[src/hw/rtl/pdfp_pkg.sv]
// Shared types and constants for the format directive parser.
package pdfp_pkg;

  // Default parameter values and fixed widths
  localparam int unsigned POSITION_BITS_DEF   = 16;
  localparam int unsigned DIRECTIVE_LIMIT_DEF = 256;
  localparam int unsigned QUEUE_DEPTH         = 4;
  localparam int unsigned CFG_W               = 9;
  localparam int unsigned OUT_DATA_W          = 80;
  localparam logic [8:0]  MAX_DIR_RESET       = 9'd64;

  // Status codes of a status record
  typedef enum logic [1:0] {
    ST_OK       = 2'd0,
    ST_INVALID  = 2'd1,
    ST_TOO_MANY = 2'd2
  } status_e;

  // Directive kinds
  localparam logic [3:0] KIND_ORD = 4'd0;
  localparam logic [3:0] KIND_D   = 4'd1;
  localparam logic [3:0] KIND_U   = 4'd2;
  localparam logic [3:0] KIND_XL  = 4'd3;
  localparam logic [3:0] KIND_XU  = 4'd4;
  localparam logic [3:0] KIND_S   = 4'd5;
  localparam logic [3:0] KIND_P   = 4'd6;
  localparam logic [3:0] KIND_C   = 4'd7;

  // Character codes
  localparam logic [7:0] CH_PCT  = 8'h25;
  localparam logic [7:0] CH_0    = 8'h30;
  localparam logic [7:0] CH_9    = 8'h39;
  localparam logic [7:0] CH_DOT  = 8'h2E;
  localparam logic [7:0] CH_DASH = 8'h2D;
  localparam logic [7:0] CH_L    = 8'h6C;
  localparam logic [7:0] CH_H    = 8'h68;
  localparam logic [7:0] CH_D    = 8'h64;
  localparam logic [7:0] CH_U    = 8'h75;
  localparam logic [7:0] CH_X    = 8'h78;
  localparam logic [7:0] CH_XU   = 8'h58;
  localparam logic [7:0] CH_S    = 8'h73;
  localparam logic [7:0] CH_P    = 8'h70;
  localparam logic [7:0] CH_C    = 8'h63;

  // One result record, fields as they leave the block
  typedef struct packed {
    logic        is_status;
    logic [3:0]  kind;
    logic [15:0] fwidth;
    logic        zpad;
    logic [15:0] rstart;
    logic [15:0] rlen;
    status_e     code;
    logic [15:0] epos;
    logic [8:0]  count;
  } rec_t;

  // Queue entry: split marks a closing run that expands into run record plus
  // success status, the status count traveling in rec.count
  typedef struct packed {
    logic split;
    rec_t rec;
  } entry_t;

endpackage

[src/hw/rtl/pdfp_front.sv]
// Front end: accepts characters, runs the parse state machine, queues records.
module pdfp_front #(
  parameter int unsigned POSITION_BITS   = 16,
  parameter int unsigned DIRECTIVE_LIMIT = 256
) (
  input  logic                 clk_i,
  input  logic                 rst_ni,
  input  logic                 cfg_we_i,
  input  logic [8:0]           cfg_wdata_i,
  input  logic                 in_valid_i,
  output logic                 in_ready_o,
  input  logic [7:0]           in_char_i,
  input  logic                 in_end_i,
  input  logic                 q_full_i,
  output logic                 q_push_o,
  output pdfp_pkg::entry_t     q_entry_o
);
  import pdfp_pkg::*;

  localparam int unsigned CNT_W = $clog2(DIRECTIVE_LIMIT + 1);
  localparam int unsigned CMP_W = (CNT_W > CFG_W) ? CNT_W : CFG_W;

  typedef enum logic [7:0] {
    PH_TEXT = 8'b0000_0001,
    PH_ORD  = 8'b0000_0010,
    PH_NUM  = 8'b0000_0100,
    PH_DIG  = 8'b0000_1000,
    PH_L1   = 8'b0001_0000,
    PH_H1   = 8'b0010_0000,
    PH_CONV = 8'b0100_0000,
    PH_SKIP = 8'b1000_0000
  } phase_e;

  phase_e                   phase_q, phase_d;
  logic [POSITION_BITS-1:0] pos_q, pos_d;
  logic [CNT_W-1:0]         records_q, records_d;
  logic [POSITION_BITS-1:0] ord_start_q, ord_start_d;
  logic [15:0]              ord_len_q, ord_len_d;
  logic [15:0]              width_q, width_d;
  logic                     zero_q, zero_d;
  logic [1:0]               long_q, long_d;
  logic [8:0]               max_dir_q;

  logic             accept;
  logic             is_digit;
  logic             finish;
  logic             at_limit;
  logic [CMP_W-1:0] limit;
  logic [19:0]      wide_width;
  logic [3:0]       conv_kind;

  // Map a conversion character and length level to a kind, zero if invalid
  function automatic logic [3:0] classify(logic [7:0] c, logic [1:0] lvl);
    logic [3:0] base;
    logic [3:0] kind;
    base = KIND_ORD;
    kind = KIND_ORD;
    priority if (c == CH_D)  base = KIND_D;
    else if     (c == CH_U)  base = KIND_U;
    else if     (c == CH_X)  base = KIND_XL;
    else if     (c == CH_XU) base = KIND_XU;
    else                     base = KIND_ORD;
    if (base != KIND_ORD) begin
      kind = base + {lvl, 2'b00};
    end else if (lvl == 2'd0) begin
      priority if (c == CH_S) kind = KIND_S;
      else if     (c == CH_P) kind = KIND_P;
      else if     (c == CH_C) kind = KIND_C;
      else                    kind = KIND_ORD;
    end
    return kind;
  endfunction

  assign in_ready_o = !q_full_i;
  assign accept     = in_valid_i && in_ready_o;
  assign is_digit   = (in_char_i >= CH_0) && (in_char_i <= CH_9);

  // Effective directive limit and overflow check
  assign limit = (CMP_W'(max_dir_q) < CMP_W'(DIRECTIVE_LIMIT)) ?
                 CMP_W'(max_dir_q) : CMP_W'(DIRECTIVE_LIMIT);
  assign at_limit = CMP_W'(records_q) >= limit;

  // Width accumulate by ten plus the new digit
  assign wide_width = 20'(width_q) * 20'd10 + 20'(in_char_i[3:0]);
  assign conv_kind  = classify(in_char_i, long_q);

  // Parse step
  always_comb begin
    phase_d     = phase_q;
    pos_d       = pos_q;
    records_d   = records_q;
    ord_start_d = ord_start_q;
    ord_len_d   = ord_len_q;
    width_d     = width_q;
    zero_d      = zero_q;
    long_d      = long_q;
    q_push_o    = 1'b0;
    q_entry_o   = '0;
    finish      = 1'b0;

    if (accept && in_end_i) begin
      unique case (phase_q)
        PH_TEXT: begin
          q_push_o                 = 1'b1;
          q_entry_o.rec.is_status  = 1'b1;
          q_entry_o.rec.code       = ST_OK;
          q_entry_o.rec.count      = 9'(records_q);
        end
        PH_ORD: begin
          q_push_o             = 1'b1;
          q_entry_o.split      = 1'b1;
          q_entry_o.rec.kind   = KIND_ORD;
          q_entry_o.rec.rstart = 16'(ord_start_q);
          q_entry_o.rec.rlen   = ord_len_q;
          q_entry_o.rec.count  = 9'(records_q + 1'b1);
        end
        PH_SKIP: begin
          q_push_o = 1'b0;
        end
        default: begin
          q_push_o                 = 1'b1;
          q_entry_o.rec.is_status  = 1'b1;
          q_entry_o.rec.code       = ST_INVALID;
          q_entry_o.rec.epos       = 16'(pos_q);
          q_entry_o.rec.count      = 9'(records_q);
        end
      endcase
      // Rearm for the next string
      phase_d     = PH_TEXT;
      pos_d       = '0;
      records_d   = '0;
      ord_start_d = '0;
      ord_len_d   = '0;
      width_d     = '0;
      zero_d      = 1'b0;
      long_d      = 2'd0;
    end else if (accept) begin
      if (pos_q != '1) begin
        pos_d = pos_q + 1'b1;
      end
      unique case (phase_q)
        PH_TEXT: begin
          if (in_char_i == CH_PCT) begin
            width_d = '0;
            zero_d  = 1'b0;
            long_d  = 2'd0;
            phase_d = PH_NUM;
          end else if (at_limit) begin
            q_push_o                = 1'b1;
            q_entry_o.rec.is_status = 1'b1;
            q_entry_o.rec.code      = ST_TOO_MANY;
            q_entry_o.rec.epos      = 16'(pos_q);
            q_entry_o.rec.count     = 9'(records_q);
            phase_d                 = PH_SKIP;
          end else begin
            ord_start_d = pos_q;
            ord_len_d   = 16'd1;
            phase_d     = PH_ORD;
          end
        end
        PH_ORD: begin
          if (in_char_i == CH_PCT) begin
            q_push_o             = 1'b1;
            q_entry_o.rec.kind   = KIND_ORD;
            q_entry_o.rec.rstart = 16'(ord_start_q);
            q_entry_o.rec.rlen   = ord_len_q;
            records_d            = records_q + 1'b1;
            width_d              = '0;
            zero_d               = 1'b0;
            long_d               = 2'd0;
            phase_d              = PH_NUM;
          end else if (ord_len_q != 16'hFFFF) begin
            ord_len_d = ord_len_q + 16'd1;
          end
        end
        PH_NUM, PH_DIG: begin
          if (phase_q == PH_NUM && in_char_i == CH_0) begin
            zero_d  = 1'b1;
            phase_d = PH_DIG;
          end else if (is_digit) begin
            width_d = (wide_width > 20'hFFFF) ? 16'hFFFF : wide_width[15:0];
            phase_d = PH_DIG;
          end else if (in_char_i == CH_DOT || in_char_i == CH_DASH) begin
            width_d = '0;
            zero_d  = 1'b0;
            long_d  = 2'd0;
            phase_d = PH_NUM;
          end else if (in_char_i == CH_L) begin
            long_d  = 2'd1;
            phase_d = PH_L1;
          end else if (in_char_i == CH_H) begin
            phase_d = PH_H1;
          end else begin
            finish = 1'b1;
          end
        end
        PH_L1: begin
          if (in_char_i == CH_L) begin
            long_d  = 2'd2;
            phase_d = PH_CONV;
          end else if (in_char_i == CH_H) begin
            phase_d = PH_H1;
          end else begin
            finish = 1'b1;
          end
        end
        PH_H1: begin
          if (in_char_i == CH_H) begin
            phase_d = PH_CONV;
          end else begin
            finish = 1'b1;
          end
        end
        PH_CONV: begin
          finish = 1'b1;
        end
        default: begin
          phase_d = PH_SKIP;
        end
      endcase

      // Close a conversion: overflow first, then validity
      if (finish) begin
        q_push_o = 1'b1;
        if (at_limit) begin
          q_entry_o.rec.is_status = 1'b1;
          q_entry_o.rec.code      = ST_TOO_MANY;
          q_entry_o.rec.epos      = 16'(pos_q);
          q_entry_o.rec.count     = 9'(records_q);
          phase_d                 = PH_SKIP;
        end else if (conv_kind == KIND_ORD) begin
          q_entry_o.rec.is_status = 1'b1;
          q_entry_o.rec.code      = ST_INVALID;
          q_entry_o.rec.epos      = 16'(pos_q);
          q_entry_o.rec.count     = 9'(records_q);
          phase_d                 = PH_SKIP;
        end else begin
          q_entry_o.rec.kind   = conv_kind;
          q_entry_o.rec.fwidth = width_q;
          q_entry_o.rec.zpad   = zero_q;
          records_d            = records_q + 1'b1;
          phase_d              = PH_TEXT;
        end
      end
    end
  end

  // State registers
  always_ff @(posedge clk_i or negedge rst_ni) begin
    if (!rst_ni) begin
      phase_q     <= PH_TEXT;
      pos_q       <= '0;
      records_q   <= '0;
      ord_start_q <= '0;
      ord_len_q   <= '0;
      width_q     <= '0;
      zero_q      <= 1'b0;
      long_q      <= 2'd0;
      max_dir_q   <= MAX_DIR_RESET;
    end else begin
      phase_q     <= phase_d;
      pos_q       <= pos_d;
      records_q   <= records_d;
      ord_start_q <= ord_start_d;
      ord_len_q   <= ord_len_d;
      width_q     <= width_d;
      zero_q      <= zero_d;
      long_q      <= long_d;
      if (cfg_we_i) begin
        max_dir_q <= cfg_wdata_i;
      end
    end
  end

endmodule

[src/hw/rtl/pdfp_fifo.sv]
// Small register queue of record entries between front and back end.
module pdfp_fifo #(
  parameter int unsigned DEPTH = 4
) (
  input  logic             clk_i,
  input  logic             rst_ni,
  input  logic             push_i,
  input  pdfp_pkg::entry_t entry_i,
  input  logic             pop_i,
  output pdfp_pkg::entry_t head_o,
  output logic             full_o,
  output logic             empty_o
);
  import pdfp_pkg::*;

  localparam int unsigned PTR_W = (DEPTH > 1) ? $clog2(DEPTH) : 1;
  localparam int unsigned CNT_W = $clog2(DEPTH + 1);

  entry_t             mem_q [DEPTH];
  logic [PTR_W-1:0]   wr_ptr_q, wr_ptr_d;
  logic [PTR_W-1:0]   rd_ptr_q, rd_ptr_d;
  logic [CNT_W-1:0]   count_q, count_d;
  logic               do_push;
  logic               do_pop;

  assign full_o  = (count_q == CNT_W'(DEPTH));
  assign empty_o = (count_q == '0);
  assign do_push = push_i && !full_o;
  assign do_pop  = pop_i && !empty_o;
  assign head_o  = mem_q[rd_ptr_q];

  // Advance pointers with wrap at the depth
  always_comb begin
    wr_ptr_d = wr_ptr_q;
    rd_ptr_d = rd_ptr_q;
    count_d  = count_q;
    if (do_push) begin
      wr_ptr_d = (wr_ptr_q == PTR_W'(DEPTH - 1)) ? '0 : wr_ptr_q + 1'b1;
    end
    if (do_pop) begin
      rd_ptr_d = (rd_ptr_q == PTR_W'(DEPTH - 1)) ? '0 : rd_ptr_q + 1'b1;
    end
    if (do_push && !do_pop) begin
      count_d = count_q + 1'b1;
    end else if (do_pop && !do_push) begin
      count_d = count_q - 1'b1;
    end
  end

  always_ff @(posedge clk_i or negedge rst_ni) begin
    if (!rst_ni) begin
      wr_ptr_q <= '0;
      rd_ptr_q <= '0;
      count_q  <= '0;
    end else begin
      wr_ptr_q <= wr_ptr_d;
      rd_ptr_q <= rd_ptr_d;
      count_q  <= count_d;
    end
  end

  // Store entries
  always_ff @(posedge clk_i) begin
    if (do_push) begin
      mem_q[wr_ptr_q] <= entry_i;
    end
  end

endmodule

[src/hw/rtl/pdfp_back.sv]
// Back end: expands queued entries into result records in an output register.
module pdfp_back (
  input  logic             clk_i,
  input  logic             rst_ni,
  input  logic             q_empty_i,
  input  pdfp_pkg::entry_t q_head_i,
  output logic             q_pop_o,
  output logic             out_valid_o,
  input  logic             out_ready_i,
  output pdfp_pkg::rec_t   out_rec_o,
  output logic             out_last_o
);
  import pdfp_pkg::*;

  logic valid_q, valid_d;
  logic last_q, last_d;
  logic beat_q, beat_d;
  rec_t rec_q, rec_d;
  logic load;

  assign load = !valid_q || out_ready_i;

  // Pick the next record from the queue head
  always_comb begin
    valid_d = valid_q;
    last_d  = last_q;
    beat_d  = beat_q;
    rec_d   = rec_q;
    q_pop_o = 1'b0;
    if (load) begin
      valid_d = !q_empty_i;
      if (!q_empty_i) begin
        if (q_head_i.split && !beat_q) begin
          // Run record first, hold the entry for its status
          rec_d       = q_head_i.rec;
          rec_d.count = '0;
          last_d      = 1'b0;
          beat_d      = 1'b1;
        end else if (q_head_i.split) begin
          rec_d           = '0;
          rec_d.is_status = 1'b1;
          rec_d.code      = ST_OK;
          rec_d.count     = q_head_i.rec.count;
          last_d          = 1'b1;
          beat_d          = 1'b0;
          q_pop_o         = 1'b1;
        end else begin
          rec_d   = q_head_i.rec;
          last_d  = 1'b1;
          q_pop_o = 1'b1;
        end
      end
    end
  end

  always_ff @(posedge clk_i or negedge rst_ni) begin
    if (!rst_ni) begin
      valid_q <= 1'b0;
      beat_q  <= 1'b0;
    end else begin
      valid_q <= valid_d;
      beat_q  <= beat_d;
    end
  end

  // Output payload
  always_ff @(posedge clk_i) begin
    rec_q  <= rec_d;
    last_q <= last_d;
  end

  assign out_valid_o = valid_q;
  assign out_rec_o   = rec_q;
  assign out_last_o  = last_q;

endmodule

[src/hw/rtl/printf_format_directive_parser.sv]
// A result travels to the output through the queue write, then the output register.
// Throughput: one character request per cycle while the queue is not full; the
// parse step is combinational. An end marker closing an ordinary run gives two
// result beats, so its queue entry stays at the queue head until its status beat
// is loaded into the output register.
// Reset clears the parse state, the queue and the output; the limit reads 64.
module printf_format_directive_parser #(
  parameter int unsigned POSITION_BITS   = pdfp_pkg::POSITION_BITS_DEF,
  parameter int unsigned DIRECTIVE_LIMIT = pdfp_pkg::DIRECTIVE_LIMIT_DEF
) (
  input  logic                               clk_i,
  input  logic                               rst_ni,
  input  logic                               cfg_we_i,
  input  logic [pdfp_pkg::CFG_W-1:0]         cfg_wdata_i,
  input  logic                               s_axis_tvalid,
  output logic                               s_axis_tready,
  // tdata: char_code[7:0]
  input  logic [7:0]                         s_axis_tdata,
  input  logic                               s_axis_tlast,
  output logic                               m_axis_tvalid,
  input  logic                               m_axis_tready,
  // tdata: directive_kind[3:0], field_width[19:4], zero_pad[20],
  // run_start[36:21], run_length[52:37], status_code[54:53],
  // error_position[70:55], directive_count[79:71]
  output logic [pdfp_pkg::OUT_DATA_W-1:0]    m_axis_tdata,
  // tuser: is_status[0]
  output logic                               m_axis_tuser,
  output logic                               m_axis_tlast
);
  import pdfp_pkg::*;

  entry_t q_entry;
  entry_t q_head;
  logic   q_push;
  logic   q_pop;
  logic   q_full;
  logic   q_empty;
  rec_t   out_rec;

  pdfp_front #(
    .POSITION_BITS  (POSITION_BITS),
    .DIRECTIVE_LIMIT(DIRECTIVE_LIMIT)
  ) u_front (
    .clk_i      (clk_i),
    .rst_ni     (rst_ni),
    .cfg_we_i   (cfg_we_i),
    .cfg_wdata_i(cfg_wdata_i),
    .in_valid_i (s_axis_tvalid),
    .in_ready_o (s_axis_tready),
    .in_char_i  (s_axis_tdata),
    .in_end_i   (s_axis_tlast),
    .q_full_i   (q_full),
    .q_push_o   (q_push),
    .q_entry_o  (q_entry)
  );

  pdfp_fifo #(
    .DEPTH(QUEUE_DEPTH)
  ) u_fifo (
    .clk_i  (clk_i),
    .rst_ni (rst_ni),
    .push_i (q_push),
    .entry_i(q_entry),
    .pop_i  (q_pop),
    .head_o (q_head),
    .full_o (q_full),
    .empty_o(q_empty)
  );

  pdfp_back u_back (
    .clk_i      (clk_i),
    .rst_ni     (rst_ni),
    .q_empty_i  (q_empty),
    .q_head_i   (q_head),
    .q_pop_o    (q_pop),
    .out_valid_o(m_axis_tvalid),
    .out_ready_i(m_axis_tready),
    .out_rec_o  (out_rec),
    .out_last_o (m_axis_tlast)
  );

  // Pack the record onto the stream
  assign m_axis_tdata = {out_rec.count, out_rec.epos, 2'(out_rec.code), out_rec.rlen,
                         out_rec.rstart, out_rec.zpad, out_rec.fwidth, out_rec.kind};
  assign m_axis_tuser = out_rec.is_status;

  // Never push into a full queue
  assert property (@(posedge clk_i) disable iff (!rst_ni) q_push |-> !q_full)
    else $error("queue push while full");

  // Never pop an empty queue
  assert property (@(posedge clk_i) disable iff (!rst_ni) q_pop |-> !q_empty)
    else $error("queue pop while empty");

  // A status always closes the results of its request
  assert property (@(posedge clk_i) disable iff (!rst_ni)
    m_axis_tvalid && m_axis_tuser |-> m_axis_tlast)
    else $error("status record not marked last");

  // Only an ordinary run record precedes another result of the same request
  assert property (@(posedge clk_i) disable iff (!rst_ni)
    m_axis_tvalid && !m_axis_tlast |-> !m_axis_tuser && (m_axis_tdata[3:0] == KIND_ORD))
    else $error("non-final record is not an ordinary run");

endmodule

[config.mk]
export PLATFORM = sky130hd
export DESIGN_NAME = printf_format_directive_parser
export DESIGN_NICKNAME = d
export VERILOG_FILES = /design/src/hw/rtl/pdfp_pkg.sv /design/src/hw/rtl/pdfp_front.sv /design/src/hw/rtl/pdfp_fifo.sv /design/src/hw/rtl/pdfp_back.sv /design/src/hw/rtl/printf_format_directive_parser.sv
export SDC_FILE = /design/constraint.sdc
export NUM_CORES = 1
export LEC_CHECK = 0
export BUFFER_PORTS_ARGS = -buffer_cell sky130_fd_sc_hd__clkbuf_2
export CORE_UTILIZATION = 45
export DETAILED_ROUTE_END_ITERATION = 7
export GPL_ROUTABILITY_DRIVEN = 0
export PLACE_DENSITY = 0.69
export SYNTH_ARGS = -nofsm -noshare
export SYNTH_HDL_FRONTEND = slang
export SYNTH_SLANG_ARGS = --single-unit
[constraint.sdc]
create_clock -name clk_i -period 8.1 [get_ports clk_i]
set_input_delay 1.62 -clock clk_i [delete_from_list [all_inputs] [get_ports clk_i]]
set_output_delay 1.62 -clock clk_i [all_outputs]
set_load 0.02 [all_outputs]
# == Word-level counts from Yosys, hierarchy flattened ==
# Memories as Yosys holds them, arrays and structs flattened.
# Cells that the tools add are included.
# word_totals
ff_bits,184
mem_bits_rw,328
input_bits,23
output_inout_bits,84
wordCells,252
n_memories,1
# memory_table
memory,words,word_bits,read_ports,rd_clocked_by_memory_dff,wr,line_no,text
u_fifo.mem_q,4,82,1,0,1,pdfp_fifo.sv:19,entry_t mem_q [DEPTH];
# classes
addsub,9
mul,1
n_lt_le_gt_ge,5
n_eq_ne,43
muxes,126
bitwise_logic,1
reduce_logical,42
# op_table
op,n
16-bit two-way mux,22
81-bit two-way mux,3
27-bit two-way mux,6
8-bit two-way mux,15
32-bit two-way mux,3
"8-bit by 7-bit == test with 1-bit output, second input constant",10
9-bit two-way mux,8
16-bit one-hot mux with 2 select lines,2
59-bit two-way mux,1
8-bit one-hot mux with 6 select lines,1
21-bit two-way mux,2
"8-bit by 6-bit == test with 1-bit output, second input constant",5
1-bit two-way mux,34
"16-bit by 1-bit adder with 16-bit output, second input constant",2
"16-bit != test, second input constant",2
4-bit two-way mux,7
22-bit two-way mux,1
20-bit by 4-bit adder with 20-bit output,1
"20-bit by 16-bit greater-than comparator with 1-bit output, second input constant",1
2-bit two-way mux,10
"4-bit by 1-bit != test with 1-bit output, second input constant",5
"16-bit by 3-bit multiplier with 19-bit output, second input constant",1
9-bit one-hot mux with 2 select lines,1
17-bit two-way mux,1
other kinds (46),83

# == Depth between registers and ports, before layout ==
# Gate-level depths: netlist (run 1).
# logic_depth
ltp_word,17
depth_mapped,15
ltp_nobuf,15

# == Modules after synthesis ==
# A second synthesis (run 1) with hierarchy kept.
# unflattened
cells_unflattened,1472
hier_area_um2,22580.4
# modules_own_cells
module,instances,cells_per_inst,area_each_um2,seq_area_each_um2
pdfp_fifo,1,465,12281.8,10024.6
pdfp_front,1,826,7136.8,2329.7
pdfp_back,1,181,3161.8,2512.4

# == Worst setup path before layout (run 1) ==
# Ideal clock, no wire load.
# synth_path
kind,input -> register
start,in m_axis_tready
end,reg u_fifo.count_q[1]
setup_time_ns,0.125
arrival_time_ns,7.131
t_required_ns,7.975
setup_slack_ns,0.845
cell_stages,8
path_buffers,0
path_cell_list,inv_1 a21oi_1 nor2b_1 inv_1 ha_1 inv_1 fa_1 mux2_2
# synth_between
elab_chain_len,6
elab_cells_between_ends,8
classes_between,mux (2); reduce/logical (6)
# synth_lines
item,line_no,text
"start, declared",printf_format_directive_parser.sv:21,"input logic m_axis_tready,"
1-bit logical OR,pdfp_back.sv:21,assign load = !valid_q || out_ready_i;
1-bit two-way mux,pdfp_back.sv:30,if (load) begin
1-bit logical AND,pdfp_fifo.sv:29,assign do_pop = pop_i && !empty_o;
1-bit logical NOT,pdfp_fifo.sv:43,if (do_push && !do_pop) begin
1-bit logical AND,pdfp_fifo.sv:43,
3-bit two-way mux,pdfp_fifo.sv:43,
net u_fifo.count_d[1],pdfp_fifo.sv:22,"logic [CNT_W-1:0] count_q, count_d;"
"end signal, assigned",pdfp_fifo.sv:58,count_q <= count_d;
"end, declared",pdfp_fifo.sv:22,
# The timed path passes the listed nets, and every way through them passes these cells.
# A chain may end at the register's enable or synchronous reset.

# == Worst setup path after layout (run 1) ==
# layout_path
start,in s_axis_tdata[7]
end,mem u_fifo.mem_q[2][30] in the netlist's numbering (enable)
# layout_between
elab_chain_len,15
elab_cells_between_ends,28
classes_between,order compare (2); eq/ne (6); mux (16); reduce/logical (4)
# layout_lines
item,line_no,text
"start, declared",printf_format_directive_parser.sv:18,"input logic [7:0] s_axis_tdata,"
8-bit by 7-bit == test with 1-bit output,"pdfp_front.sv:191, pdfp_front.sv:201, pdfp_front.sv:208",
1-bit two-way mux,"pdfp_front.sv:191, pdfp_front.sv:201, pdfp_front.sv:208",
1-bit two-way mux,pdfp_front.sv:198,if (in_char_i == CH_L) begin
1-bit two-way mux,pdfp_front.sv:183,end else if (in_char_i == CH_DOT || in_char_i == CH_DASH) begin
1-bit two-way mux,pdfp_front.sv:180,end else if (is_digit) begin
1-bit two-way mux,pdfp_front.sv:177,if (phase_q == PH_NUM && in_char_i == CH_0) begin
1-bit one-hot mux with 4 select lines,pdfp_front.sv:141,unique case (phase_q)
1-bit two-way mux,pdfp_front.sv:137,end else if (accept) begin
1-bit two-way mux,pdfp_front.sv:101,if (accept && in_end_i) begin
1-bit two-way mux (*),pdfp_front.sv:223,if (finish) begin
1-bit two-way mux (*),pdfp_front.sv:137,
1-bit two-way mux (*),pdfp_front.sv:101,
1-bit logical AND (*),pdfp_fifo.sv:28,assign do_push = push_i && !full_o;
net u_fifo.do_push,pdfp_fifo.sv:23,logic do_push;
1-bit two-way mux (*),pdfp_fifo.sv:64,if (do_push) begin
1-bit two-way mux (not written as such) (*),pdfp_fifo.sv:65,mem_q[wr_ptr_q] <= entry_i;
"end, declared",pdfp_fifo.sv:19,
# Mark *: on every way through the listed nets, which the timed path passes. The rest lies on a longest branch. The select of a mux whose other input is x is not followed.

==> metrics.csv, run 1 <==
metric,value,unit
cts_buffer_depth,3,
p_comb_frac,0.258,
io_pins,107,
antenna_found_initial,0,
cts_buffers,51,
power_switching,0.00246,W
grt_pass1_wl,72.9,mm
antennaDiodeCount,0,
syn-num-nets,1576,
synth_edf_count,410,
clk_pin_slew_worst_paths,0.06,ns
drt_pass1_iterations,5,
finish.net_count,1677,
vdd_ir_drop_max,0.163,mV
die_h,226,microns
clock_skew,0.0174,ns
critPathLaunch,s_axis_tdata[7],
report.final.slew_viol_count,0,
arrival,4.68,ns
regToRegSetupSlack,4.09,ns
cts_hold_buf,0,
vias_per_cell,5.61,
period_minus_slack,4.45,ns
ant_nets,0,
cts_root_buffer,clkbuf_16,
p_int,0.00562,W
drt_iter0_drc,848,
post-route-period-util,0.549,
worstHoldStart,u_fifo.count_q[2],
clock_power_share,0.283,
tightest_slew,1.16,ns
fmax,225,MHz
synth_cells,1500,
outcome,"finished, final reports clean",
numPortBuffers,106,
cpMaxStageDelayCell,and2_4,
worstPathCellList,clkbuf_2 > and2b_1 > nand2b_1 > or4_1 > nor2_1 > nor2_1 > a21oi_4 > and2_4 > buf_4,
synth_largest_area_cell,edfxtp_1,
cts_resized,0,
seqPwrFrac,0.459,
rows,81,
r2r-start,u_front.phase_q[2],
clk_latency,0.59,ns
synth-seq-area-share,0.657,
ys.flop_type,edfxtp_1,
die_area,51200,sq um
grt_util_all_layers,0.185,
syn_area,22600,sq um
maxSlewHeadroom,0.224,
coreArea,49300,sq um
wl,45.4,mm
powerDensity,318,nW/um^2
synth.most_common_cell,edfxtp_1,
power.leakage,9.46,nW
synthArstFlopShare,0.199,
cts_sinks,512,
ys_seq_elements,512,
syn_to_final_growth,12.5,%
grt_max_degree,85,
fin_setup_tns,0,ns
synth_commonest_cells,"410 x edfxtp_1, 100 x dfrtp_1, 91 x nor2b_1, 82 x mux4_2, 82 x nand2_1",
grt_pass1_vias,13200,
setup.worst_path.class,in2reg,
fin_area,25500,sq um
finalHoldViolCount,0,
swShare,0.305,
rsz0062_at_grt,no,
initial_core_util,0.459,
finalSetupViolCount,0,
cpPeakStageDelay,0.81,ns
yosysWarnings,0,
cp-end-kind,flip-flop,
overflow,0,
synth_top_cell_area_share,0.544,
crit_top_cell,nor2_1,
routedWlPerCell,19.7,microns
maxCapViolations,0,
crit_end,u_fifo.mem_q[2][30],
drc,0,
ys_types,92,
critPathMaxFanout,57,
r2r-end,u_fifo.mem_q[2][30],
post-cts-setup-buffers,0,
hpwl,28.8,mm
htree_levels,2,
synth_area_per_cell,15.1,sq um
worstSetupStartpointType,input pin,
hold_path_depth,1,
place_area,23800,sq um
crit_required,8.34,ns
die_w,226,microns
via_count,12900,
cts_tree,done,
reg2reg_depth,9,
ys_top_cells_by_area,"edfxtp_1 54%, dfrtp_1 11%, mux4_2 8.2%",
drive_gt1_frac,0.203,
hp-class,reg2reg,
[logic make-up after synthesis]
group	count (synthesis)	synth area share
compound gates	242	0.0735
mux	105	0.0930
xor+xnor	32	0.0124
flops	512	0.657
fa+ha+maj	53	0.0303
simple gates	454	0.114
buf+inv	102	0.0195
[placed cells by master (no fill, tap or decap), types with 6 or more instances in the layout]
master and n:
a22o_1 8, a22oi_1 14, nand3_1 25, nor2_1 68
clkbuf_1 14, nand2_1 82, mux2_2 17, a21oi_1 47
a31oi_1 10, dfrtp_1 98, a221o_1 8, ha_1 50
o21a_1 7, o21ai_1 17, o21ai_0 50, xor2_1 18
clkbuf_16 53, edfxtp_1 410, and3_1 18, nor3_1 21
nand4_1 7, or3_1 12, nor2b_1 91, nor3b_1 9
a21o_1 11, nor4_1 6, inv_1 27, and2_1 65
clkinv_1 13, a32o_1 16, clkbuf_2 105, clkinv_2 6
mux4_2 82, xnor2_1 14, o211ai_1 6, buf_4 17
[worst max-delay path, delay by kind of cell]
family | cells | cell delay (ns)
AO/OA/AOI/OAI | 1 | 0.29
AND/OR/NAND/NOR | 6 | 2.12
buffers and inverters | 2 | 0.60
[registers in the layout, summed over array words and instances, names as in the netlist, 2 cells and up]
name                 cells
u_back.out_rec_o        81
u_fifo.count_q           3
u_fifo.mem_q           328
u_fifo.rd_ptr_q          2
u_fifo.wr_ptr_q          2
u_front.long_q           2
u_front.max_dir_q        9
u_front.ord_len_q       16
u_front.ord_start_q     16
u_front.phase_q          8
u_front.pos_q           16
u_front.records_q        9
u_front.width_q         16
[final cells by class]
cell class	count	area, sq um
Timing Repair Buffer	122	653
Clock inverter	27	245
Clock buffer	68	1390
Tap cell	664	831
Sequential cell	512	14900
Inverter	28	105
Multi-Input combinational cell	886	7360
Fill cell	4073	23800
[layer usage]
layer  track usage  wire [microns]
met5             0               0
met4        0.0534             956
met3        0.0420            2790
met2         0.301           22100
met1         0.248           19500
[worst min path at each step]
stage	endpoint	slack [ns]
3_5_place_dp	u_fifo.count_q[2]	0.48
5_1_grt	u_back.beat_q	0.52
6_report	u_fifo.count_q[2]	0.49
4_1_cts	u_fifo.count_q[2]	0.49
2_1_floorplan	u_back.beat_q	0.46
3_3_place_gp	u_back.beat_q	0.48
[power by group through the flow]
stage	Clock, W	Combinational, W	Sequential, W
finish	0.00228	0.00209	0.00371
detailed placement	0	0.00212	0.00378
global placement	0	0.00211	0.00377
floorplan	0	0.00129	0.00393
global route	0.00243	0.00229	0.00378
CTS	0.00233	0.00213	0.00373
[metrics by stage]
step / setup slack (ns) / hold slack (ns) / utilization / cells / total power (W)
after floorplan: 0.845 / 0.459 / - / 1500 / 0.00521
after global placement: 3.12 / 0.475 / 0.484 / 2212 / 0.00588
after detailed placement: 3.05 / 0.484 / 0.484 / 2212 / 0.00590
after CTS: 3.66 / 0.495 / 0.517 / 2307 / 0.00819
after global routing: 3.42 / 0.520 / 0.517 / 2307 / 0.00850
final: 3.65 / 0.494 / 0.517 / 2307 / 0.00808
(Power assumes the default switching activity.)
==> inputs of run 2 (changes only) <==
--- a/config.mk
+++ b/config.mk
@@ -5,11 +5,12 @@
 export SDC_FILE = /design/constraint.sdc
 export NUM_CORES = 1
 export LEC_CHECK = 0
+export ABC_AREA = 1
 export BUFFER_PORTS_ARGS = -buffer_cell sky130_fd_sc_hd__clkbuf_2
 export CORE_UTILIZATION = 45
 export DETAILED_ROUTE_END_ITERATION = 7
 export GPL_ROUTABILITY_DRIVEN = 0
-export PLACE_DENSITY = 0.69
+export PLACE_DENSITY = 0.72
 export SYNTH_ARGS = -nofsm -noshare
 export SYNTH_HDL_FRONTEND = slang
 export SYNTH_SLANG_ARGS = --single-unit
==> constraint.sdc (replaced) <==
create_clock -name clk_i -period 3.6 [get_ports clk_i]
set_input_delay 0.72 -clock clk_i [delete_from_list [all_inputs] [get_ports clk_i]]
set_output_delay 0.72 -clock clk_i [all_outputs]
set_load 0.02 [all_outputs]
==> run 2 against run 1 <==
  * Sequential share of layout area is 2.7 points lower
  * Core utilization is 0.24 points higher
  * Largest power group unchanged
  * Non-clock buffer count is 28 higher
  * Global-route usage is 2.2 points higher
  * Synthesized cell count is 53% higher
  * Flip-flop and latch count stayed put
  * Critical path depth is 12 higher
  * Clock skew is 0.0055 ns higher
  * Largest cell class unchanged
  * Power is 130% higher
  * Sequential power is 110% higher
==> metrics.csv, run 2 <==
metric,value,unit,change
die_h,230,microns,+1.8%
power.total,0.0184,W,+130%
synth_top_cell_area_share,0.525,,-0.0190
reg2reg_depth,21,,+12
hp-class,in2async,,
clk_latency,0.63,ns,+0.04 ns
cts_buffers,53,,+3.9%
ant_nets,0,,unchanged
grt_pass1_vias,16400,,+24%
cpMaxStageDelayCell,dfrtp_2,,
yosys.area_share.simple,0.170,,+0.0561
cts_sinks,512,,unchanged
setup.worst_path.class,reg2reg,,
cts_hold_buf,0,,unchanged
finalSetupViolCount,0,,unchanged
synthAdderAreaFrac,0.0292,,-0.00106
cp-end-kind,flip-flop,,
syn_area,23400,sq um,+3.6%
ys.flop_type,edfxtp_1,,
worstSetupStartpointType,flip-flop,,
fin_setup_tns,0,ns,unchanged
yosysWarnings,0,,unchanged
ys_seq_elements,512,,unchanged
cpPeakStageDelay,0.45,ns,-0.36 ns
die_w,230,microns,+1.8%
vdd_ir_drop_max,0.528,mV,+220%
worstPathCellList,ha_1 > ha_1 > inv_1 > fa_1 > nor2_2 > nand3_1 > nand2_1 > nand2_1 > nor2_2 > inv_1 > nor2_2 > nand2_1 > nor2_4 > nand2_1 > nand2_1 > nand2_2 > nor2_4 > buf_12 > nand3_1 > nand2_1 > nand2_1,,
ys_types,53,,-42%
routedWlPerCell,17.7,microns,-10%
largest_reg_flops,328,,unchanged
htree_levels,2,,unchanged
powerDensity,691,nW/um^2,+120%
antennaDiodeCount,0,,unchanged
drt_pass1_iterations,5,,unchanged
synthArstFlopShare,0.199,,unchanged
cp_num_buf_inv,3,,+1
drive_gt1_frac,0.126,,-0.0764
maxSlewHeadroom,0.153,,-0.0710
grt_util_all_layers,0.206,,+0.0215
grt_max_degree,121,,+42%
synth_xor_area_frac,0.00747,,-0.00491
cts_root_buffer,clkbuf_16,,
ys_top_cells_by_area,"edfxtp_1 53%, dfrtp_1 11%, nand2_1 6.9%",,
drc,0,,unchanged
wl,55.2,mm,+22%
post-route-period-util,0.918,,
synth-seq-area-share,0.634,,-0.0229
clock_skew,0.0229,ns,+0.00551 ns
die_area,53000,sq um,+3.6%
synth_cells,2291,,+53%
critPathMaxFanout,16,,-72%
multi_input_area,7240,sq um,-1.6%
rows,83,,+2.5%
synthMuxAreaShare,0.00384,,-0.0892
clk_pin_slew_worst_paths,0.06,ns,about the same
regToRegSetupSlack,0.29,ns,-3.80 ns
fin_ws,0.293,ns,-3.36 ns
outcome,"finished, final reports clean",,
tightest_slew,1.27,ns,+0.111 ns
cts_buffer_depth,3,,unchanged
synth_largest_area_cell,edfxtp_1,,
syn_to_final_growth,13.8,%,
hold_slack,0.265,ns,-0.229 ns
synth_compound_area_frac,0.0957,,+0.0223
ff_latch_area,14900,sq um,about the same
dp_cells,3025,,+37%
r2r-end,u_front.width_q[10],,
top_register,u_fifo.mem_q,,
report.final.slew_viol_count,0,,unchanged
dp_slack,0.215,ns,-2.83 ns
finalHoldViolCount,0,,unchanged
r2r-start,u_front.width_q[1],,
crit_required,4.10,ns,-4.24 ns
grt_pass1_wl,86.9,mm,+19%
coreArea,51400,sq um,+4.4%
io_pins,107,,unchanged
initial_core_util,0.456,,-0.00333
antenna_found_initial,0,,unchanged
arrival,3.81,ns,-0.87 ns
fmax,302,MHz,
crit_top_cell,nand2_1,,
cp_top_family,simple AND/OR/NAND/NOR gates,,
synth_commonest_cells,"432 x nand2_1, 410 x edfxtp_1, 273 x nor2_1, 247 x inv_1, 212 x o21ai_0",,
syn-num-nets,2367,,+50%
period_minus_slack,3.31,ns,
synth_edf_count,410,,unchanged
via_count,17100,,+32%
finish.net_count,2478,,+48%
synth.most_common_cell,nand2_1,,
final_cell_mix,"431 x nand2_1, 410 x edfxtp_1, 267 x nor2_1",,
vias_per_cell,5.46,,-2.6%
fillCellCount,4444,,+9.1%
final_common_cell,nand2_1,,
final_cell_count_no_fill,3127,,+36%
synth_area_per_cell,10.2,sq um,-32%
synth_top_family_by_area,simple AND/OR/NAND/NOR gates,,
drt_iter0_drc,1656,,+95%
overflow,0,,unchanged
cts_tree,done,,
hpwl,35.4,mm,+23%
maxCapViolations,0,,unchanged
power.leakage,10.9,nW,+15%
numPortBuffers,106,,unchanged
run 2: cell types whose count changed after synthesis, moves of 16 or more:
cell and change:
and3_1 -18, clkbuf_1 +30, and2_1 -68, inv_1 +220, mux4_2 -82, nand3_1 +79
nand2_1 +350, a32o_1 -16, o22ai_1 +111, nor3_1 +31, o21ai_0 +162, nor2_1 +204
nor2b_1 -91
run 2: worst max-delay path by stage:
stage	from	endpoint	cells past startpoint
2_1_floorplan	s_axis_tdata[7]	u_fifo.mem_q[0][0]	8
3_3_place_gp	s_axis_tdata[0]	u_fifo.count_q[1]	15
3_5_place_dp	u_front.width_q[1]	u_front.width_q[10]	20
4_1_cts	u_front.width_q[1]	u_front.width_q[10]	20
5_1_grt	u_front.width_q[1]	u_front.width_q[10]	21
6_report	u_front.width_q[1]	u_front.width_q[10]	21
run 2: kinds of logic after synthesis:
group	count (synthesis)
adders and majority gates	53
DFF	512
muxes	8
xor gates and xnor gates	20
and+or+nand+nor	938
buffers and inverters	355
AOI/OAI and AO/OA	405
run 2: repair_timing:
action                                  CTS  global route
gates resized for setup                   0             3
endpoints found under the setup margin    0            16
setup buffers                             0             2
run 2: metrics by stage:
| stage | area [sq um] | utilization |
|---|---|---|
| floorplan | 23500 | - |
| global placement | 24900 | 0.485 |
| detailed placement | 24900 | 0.485 |
| CTS | 26600 | 0.518 |
| global route | 26700 | 0.519 |
| finish | 26700 | 0.519 |
run 2: metal layers:
metal,vias to the layer above,track usage,share of wire
li1,8078,-,-
met1,8249,0.289,0.44
met2,651,0.327,0.47
met3,97,0.0264,0.066
met4,0,0.0811,0.029
met5,-,0,0
run 2: where the power goes:
part | switching (W) | internal, W | leakage, nW
Combinational | 0.00380 | 0.00146 | 4.84
Clock | 0.00229 | 0.00304 | 0.843
Sequential | 0.000301 | 0.00755 | 5.17
run 2: layout make-up:
class | count | area share
clock buffer | 74 | 0.0553
timing repair buffer | 150 | 0.0384
sequential | 512 | 0.557
inverter | 261 | 0.0368
tap | 680 | 0.0319
multi-input combinational | 1424 | 0.271
clock inverter | 26 | 0.00919
==> inputs of run 3 (changes only) <==
--- a/config.mk
+++ b/config.mk
@@ -7,6 +7,8 @@
 export LEC_CHECK = 0
 export ABC_AREA = 1
 export BUFFER_PORTS_ARGS = -buffer_cell sky130_fd_sc_hd__clkbuf_2
+export CAP_MARGIN = 20
+export CORE_ASPECT_RATIO = 1.4
 export CORE_UTILIZATION = 45
 export DETAILED_ROUTE_END_ITERATION = 7
 export GPL_ROUTABILITY_DRIVEN = 0
==> run 3 against run 2 <==
  * Setup slack better by 0.036 ns
  * Global-route usage down 0.27 points
  * Clock power down 7.9%
  * First-iteration DRC count down 24%
  * Flip-flop and latch count unchanged
  * Clock skew up 0.0073 ns
  * Sequential share of layout area up 0.61 points
  * Power down 2.8%
  * Count of clock-buffer cells in the layout down 16
  * Core utilization down 0.41 points
==> metrics.csv, run 3 (synthesis results as in run 2) <==
metric,value,unit,change
cts_buffer_depth,3,,unchanged
coreArea,51300,sq um,-0.29%
cpPeakStageDelay,0.38,ns,-0.07 ns
maxSlewHeadroom,0.314,,+0.161
crit_required,3.83,ns,-0.27 ns
hpwl,34.3,mm,-3.1%
cp_top_family,simple AND/OR/NAND/NOR gates,,
clk_latency,0.59,ns,-0.04 ns
die_area,53000,sq um,about the same
vdd_ir_drop_max,0.407,mV,-23%
fin_setup_tns,0,ns,unchanged
reg2reg_depth,13,,-38%
largest_reg_flops,328,,unchanged
antenna_found_initial,0,,unchanged
hp-class,in2async,,
worstSetupStartpointType,flip-flop,,
grt_pass1_vias,17000,,+4.1%
io_pins,107,,unchanged
cts_root_buffer,clkbuf_16,,
setup.worst_path.class,reg2reg,,
place_area,24800,sq um,-0.42%
period_minus_slack,3.27,ns,-0.0363 ns
rows,98,,+18%
die_w,195,microns,-15%
die_h,272,microns,+18%
utilization,0.515,,-0.00411
maxCapViolations,0,,unchanged
ant_nets,0,,unchanged
crit_cells,13,,-38%
post-route-period-util,0.908,,-0.0101
fin_area,26400,sq um,-1.1%
report.final.slew_viol_count,0,,unchanged
wl,53.5,mm,-3.1%
antennaDiodeCount,0,,unchanged
arrival,3.50,ns,-0.31 ns
finalHoldViolCount,0,,unchanged
critPathMaxFanout,49,,+33
powerDensity,679,nW/um^2,-1.8%
tightest_slew,1.03,ns,-0.242 ns
fmax,306,MHz,+1.1%
routedWlPerCell,17.4,microns,-1.4%
initial_core_util,0.457,,+0.00135
via_count,16800,,-1.6%
power.total,0.0179,W,-2.8%
top_register,u_fifo.mem_q,,
grt_max_degree,103,,-15%
grt_pass1_wl,86.5,mm,-0.40%
vias_per_cell,5.46,,about the same
power.leakage,10.7,nW,-1.4%
overflow,0,,unchanged
final_common_cell,nand2_1,,
rsz0062_at_grt,no,,
cts_sinks,512,,unchanged
cp-end-kind,flip-flop,,
crit_top_cell,nand2_1,,
worstPathCellList,clkinv_1 > ha_1 > nand2_1 > nor3b_1 > nand2_1 > nand4_1 > a21oi_1 > nor2_1 > inv_1 > nand2_1 > inv_1 > nor2_4 > buf_12,,
drt_iter0_drc,1263,,-24%
regToRegSetupSlack,0.33,ns,+0.04 ns
grt_util_all_layers,0.204,,-0.00266
drive_gt1_frac,0.122,,-0.00385
finish.net_count,2463,,-0.61%
dp_cells,2986,,-1.3%
cp_num_buf_inv,4,,+1
outcome,"finished, final reports clean",,
numPortBuffers,106,,unchanged
cts_tree,done,,
cpMaxStageDelayCell,ha_1,,
cts_buffers,47,,-11%
finalSetupViolCount,0,,unchanged
htree_levels,2,,unchanged
syn_to_final_growth,12.6,%,
drt_pass1_iterations,7,,+2
final_cell_mix,"431 x nand2_1, 410 x edfxtp_1, 267 x nor2_1",,
drc,0,,unchanged
final_cell_count_no_fill,3076,,-1.6%
clk_pin_slew_worst_paths,0.06,ns,about the same
clock_skew,0.0302,ns,+0.00727 ns
run 3: layer usage:
layer  global-route usage  vias to the layer above  part of all wire  routed length (microns)
li1                     -                     8036                 -                        -
met1                0.240                     8081              0.39                    21100
met2                0.373                      546              0.52                    27800
met3               0.0222                      139             0.047                     2510
met4               0.0908                        0             0.038                     2040
met5                    0                        -                 0                        0
run 3: area by class of cell:
cell class	count	area (sq um)
fillers	4433	24900
flip-flops and latches	512	14900
multi-input cells	1424	7240
clock buffers	58	1240
inverters	261	983
repair buffers	141	958
well taps	650	813
clock inverters	30	299
run 3: final timing paths:
kind | from | to
min in group clk_i | cfg_wdata_i[8] | u_front.max_dir_q[8]
hold reg to reg | u_front.max_dir_q[2] | u_front.max_dir_q[2]
setup / recovery | u_front.max_dir_q[8] | u_fifo.mem_q[3][71]
max in group asynchronous | rst_ni | u_front.ord_start_q[4]
hold / removal | rst_ni | u_front.max_dir_q[7]
setup reg to reg | u_front.max_dir_q[8] | u_fifo.mem_q[3][71]
run 3: per-stage QoR:
stage / hold slack (ns) / setup WS (ns)
4_1_cts: 0.170 / 0.223
3_5_place_dp: 0.492 / 0.0911
3_3_place_gp: 0.483 / 0.262
6_report: 0.155 / 0.330
5_1_grt: 0.209 / 0.0112
2_1_floorplan: 0.424 / -0.871
run 3: timing repair:
item,4_1_cts,5_1_grt
buffers inserted,0,2
resized for setup,0,3
hold buffers,0,0
endpoints found under the setup margin,0,16
run 3: where the power goes:
group	internal, W	total, W	switching (W)
Clock	0.00271	0.00491	0.00220
Sequential	0.00755	0.00797	0.000419
Combinational	0.00142	0.00503	0.00361
Total	0.0117	0.0179	0.00624
